**src/rtl/apq_pkg.sv**
```systemverilog
`default_nettype none
package apq_pkg;

    typedef enum logic {
        ACT_ENQUEUE = 1'b0,
        ACT_DEQUEUE = 1'b1
    } action_t;

    typedef enum logic [1:0] {
        ST_ADDED     = 2'd0,
        ST_OVERFLOW  = 2'd1,
        ST_REMOVED   = 2'd2,
        ST_UNDERFLOW = 2'd3
    } status_t;

    typedef struct packed {
        logic signed [31:0] value;
        logic signed [15:0] prio;
    } entry_t;

    // broadcast to every cell in the chain
    typedef struct packed {
        logic   enq;
        logic   deq;
        entry_t item;
    } cmd_t;

endpackage
`default_nettype wire

```
**src/rtl/apq_cell.sv**
```systemverilog
`default_nettype none
module apq_cell (
    input  wire logic          aclk,
    input  wire apq_pkg::cmd_t cmd_i,
    input  wire logic          occ_i,
    input  wire logic          left_ge_i,
    input  wire apq_pkg::entry_t left_entry_i,
    input  wire apq_pkg::entry_t right_entry_i,
    output logic               ge_o,
    output apq_pkg::entry_t    entry_o
);

    apq_pkg::entry_t entry_reg;
    apq_pkg::entry_t entry_next;

    // occupied and at least as urgent as the incoming request: stays ahead of it
    assign ge_o    = occ_i && (entry_reg.prio >= cmd_i.item.prio);
    assign entry_o = entry_reg;

    always_comb begin
        entry_next = entry_reg;
        if (cmd_i.enq) begin
            if (!ge_o) begin
                // first cell behind the insertion point takes the new entry, the rest shift
                entry_next = left_ge_i ? cmd_i.item : left_entry_i;
            end
        end else if (cmd_i.deq) begin
            entry_next = right_entry_i;
        end
    end

    always_ff @(posedge aclk) begin
        entry_reg <= entry_next;
    end

endmodule
`default_nettype wire

```
**config.mk**
```make
export PLATFORM = sky130hd
export DESIGN_NAME = apq_cell
export DESIGN_NICKNAME = d
export VERILOG_FILES = /design/src/rtl/apq_pkg.sv /design/src/rtl/apq_cell.sv
export SDC_FILE = /design/constraint.sdc
export NUM_CORES = 1
export LEC_CHECK = 0
export BUFFER_PORTS_ARGS = -buffer_cell sky130_fd_sc_hd__buf_2
export CAP_MARGIN = 20
export CELL_PAD_IN_SITES_DETAIL_PLACEMENT = 1
export CELL_PAD_IN_SITES_GLOBAL_PLACEMENT = 1
export CORE_ASPECT_RATIO = 1.2
export CORE_MARGIN = 5
export CORE_UTILIZATION = 32
export CTS_CLUSTER_SIZE = 40
export DETAILED_ROUTE_END_ITERATION = 10
export GPL_ROUTABILITY_DRIVEN = 0
export GPL_TIMING_DRIVEN = 0
export PLACE_DENSITY = 0.87
export SLEW_MARGIN = 20
export SYNTH_ARGS = -nofsm -noshare
export SYNTH_HDL_FRONTEND = slang
export SYNTH_SLANG_ARGS = --single-unit
```
**constraint.sdc**
```tcl
create_clock -name aclk -period 5.62 [get_ports aclk]
set_input_delay 0.843 -clock aclk [delete_from_list [all_inputs] [get_ports aclk]]
set_output_delay 0.843 -clock aclk [all_outputs]
set_load 0.02 [all_outputs]
```
==> results.sh <==
export IMPL_cp_common_cell="buf_2"
export IMPL_wl_mm=10.0
export IMPL_yosys_area_top_type_share_pct=49.8
export IMPL_relSlewSlack_pct=51.1
export IMPL_finalSetupViolCount=0
export IMPL_endpoint_kind="primary output"
export IMPL_syn_inst=270
export IMPL_grt_pass1_wl_mm=15.8
export IMPL_max_slew_worst_pin_slew_ns=0.733
export IMPL_p_leak_nw=2.03
export IMPL_dp_slack_ns=2.22
export IMPL_io_pins=198
export IMPL_first_pass_iters=4
export IMPL_crit_chain="buf_2 > inv_1 > ha_1 > nand4_2 > or4_1 > nand4b_1 > nand4_1 > nand2_1 > buf_2"
export IMPL_coreArea_um2=8940
export IMPL_largest_reg_flops=48
export IMPL_tritoncts="done"
export IMPL_postPlaceCellArea_um2=4030
export IMPL_min_delay_start="right_entry_i[17]"
export IMPL_portBuffers=195
export IMPL_rr_startpoint="entry_o[9]$_DFFE_PP_"
export IMPL_status="completed"
export IMPL_grt_overflow_total=0
export IMPL_cts_sinks=48
export IMPL_grt_max_degree=49
export IMPL_cts_buffer_depth=2
export IMPL_wire_per_inst_um=16.9
export IMPL_yosysSeqAreaShare_pct=49.8
export IMPL_mostFrequentLayoutCells="buf_2 (200), a21oi_1 (51), nor2_1 (50), mux2i_1 (48), edfxtp_1 (48)"
export IMPL_clkLatencyLatePin_ns=0.31
export IMPL_maxCapViolations=0
export IMPL_post_dp_hpwl_mm=8.25
export IMPL_antennaDiodeCount=0
export IMPL_cpPeakStageDelay_ns=0.58
export IMPL_reg2reg_depth=6
export IMPL_clk_pin_slew_worst_paths_ns=0.09
export IMPL_rr_endpoint="entry_o[15]$_DFFE_PP_"
export IMPL_grt_setup_unrepaired="no"
export IMPL_critPathLaunchType="input pin"
export IMPL_ctsHoldBuffers=0
export IMPL_nets=637
export IMPL_syn2layout_area_growth_pct=42.1
export IMPL_critPathRequiredTime_ns=4.78
export IMPL_hold_viol_final=0
export IMPL_stdcell_area_um2=4120
export IMPL_antenna_left=0
export IMPL_min_period_ns=3.41
export IMPL_synth_seq_cells=48
export IMPL_synth_area_um2=2900
export IMPL_post_route_worst_setup_slack_ns=2.21
export IMPL_critPathKind="in2out"
export IMPL_crit_arrival_ns=2.56
export IMPL_clockRootBuffer="clkbuf_8"
export IMPL_final_setup_tns_ns=0
export IMPL_syn_avg_cell_area_um2=10.7
export IMPL_syn_nets=435
export IMPL_yosysUniqueCellTypes=25
export IMPL_worstHoldEndpoint="entry_o[17]$_DFFE_PP_"
export IMPL_grt_pass1_vias=3266
export IMPL_post_route_period_util_pct=60.6
export IMPL_synth_top_cell_by_area="edfxtp_1"
export IMPL_viasPerCell=4.82
export IMPL_htree_levels=2
export IMPL_finalClockSkew_ns=0.00663
export IMPL_ys_warn_count=0
export IMPL_final_common_cell="buf_2"
export IMPL_power_mw=0.945
export IMPL_min_path_cells=3
export IMPL_cp_slowest_cell="or4_1"
export IMPL_cts_resized=0
export IMPL_rrSetupSlack_ns=3.01
export IMPL_drive_above_1_share_pct=45.0
export IMPL_die_h_um=114
export IMPL_yosys_top_cells_area="edfxtp_1 (50%), mux2i_1 (17%), a21oi_1 (8.8%), ha_1 (6.9%), nor2_1 (6.5%)"
export IMPL_postCtsSetupRepairBufs=0
export IMPL_vias=2860
export IMPL_irDropWorstVdd_uv=105
export IMPL_die_area_um2=11100
export IMPL_drc=0
export IMPL_antenna_found_initial=0
export IMPL_powerDensity_nw_per_um2=230
export IMPL_start_util_pct=32.4
export IMPL_drt_iter0_drc=51
export IMPL_rows=38
export IMPL_finalMaxSlewViolations=0
export IMPL_fp_dieW_um=96.9
export IMPL_groute_usage_overall_pct=17.9
export IMPL_fmax_mhz=294
export IMPL_cts_made_buffers=5
export IMPL_hp_class="in2reg"
export IMPL_cp_max_fo=5
-- layer usage --
| layer | up-vias | track usage (%) | wire length (um) |
|---|---|---|---|
| met5 | - | 0 | 0 |
| met4 | 0 | 5.24 | 162 |
| met3 | 11 | 5.36 | 724 |
| met2 | 107 | 35.2 | 5650 |
| met1 | 1362 | 18.2 | 3500 |
| li1 | 1380 | - | - |
-- layout make-up --
type                            instances  area, um^2
Timing Repair Buffer                  195         976
Sequential cell                        48        1440
Buffer                                 17        90.1
Inverter                               17        63.8
Tap cell                              120         150
Fill cell                            1114        4820
Clock inverter                          2        11.3
Clock buffer                            6        72.6
Multi-Input combinational cell        188        1310
-- per-stage QoR --
step | hold slack, ns | utilization [%] | cells
6_report | 0.845 | 46.0 | 593
2_1_floorplan | 1.07 | - | 270
4_1_cts | 0.833 | 46.0 | 593
3_3_place_gp | 1.16 | 45.0 | 585
3_5_place_dp | 1.17 | 45.1 | 585
5_1_grt | 0.841 | 46.0 | 593
-- worst max-delay path, delay by kind of cell --
kind                     cells  cell delay (ns)
AND/OR/NAND/NOR              5             1.11
adder cells (fa/ha/maj)      1             0.32
buffers and inverters        3             0.30
-- kinds of logic after synthesis --
logic type	after synthesis	synth area share, %
buffers and inverters	34	5.31
AND/OR/NAND/NOR	64	9.55
adder cells (fa/ha/maj)	16	6.91
AO/OA/AOI/OAI	60	11.9
multiplexers	48	16.6
flip-flops	48	49.8
-- Yosys cell counts --
cell type and n:
nand4b_1 1, a2111oi_4 1, nand4_1 4, clkbuf_8 2
mux2i_1 48, inv_1 17, ha_1 16, a21oi_1 51
o21ai_0 2, or4_1 1, nand2_1 4, and2b_2 1
a211oi_1 1, clkbuf_1 10, a31o_1 1, buf_2 5
edfxtp_1 48, a21o_1 1, nor2_1 50, nor2b_1 1
nand4_2 1, o211ai_1 1, a21o_2 1, a2111o_1 1
nor3_1 1
-- report_power, final --
part	total (mW)	switching [mW]	internal (mW)
clock	0.212	0.126	0.0867
sequential	0.457	0.0127	0.444
combinational	0.276	0.163	0.113
-- how the worst max path moves through the flow --
stage                            end       from  slack (ns)
2_1_floorplan   entry_o[0]$_DFFE_PP_  cmd_i[15]        2.13
3_3_place_gp   entry_o[32]$_DFFE_PP_   cmd_i[5]        1.38
3_5_place_dp                    ge_o  cmd_i[15]        2.22
5_1_grt                         ge_o  cmd_i[15]        2.05
6_report                        ge_o  cmd_i[15]        2.21
4_1_cts                         ge_o  cmd_i[15]        2.19
No activity file was read; power rests on OpenSTA's default activity.
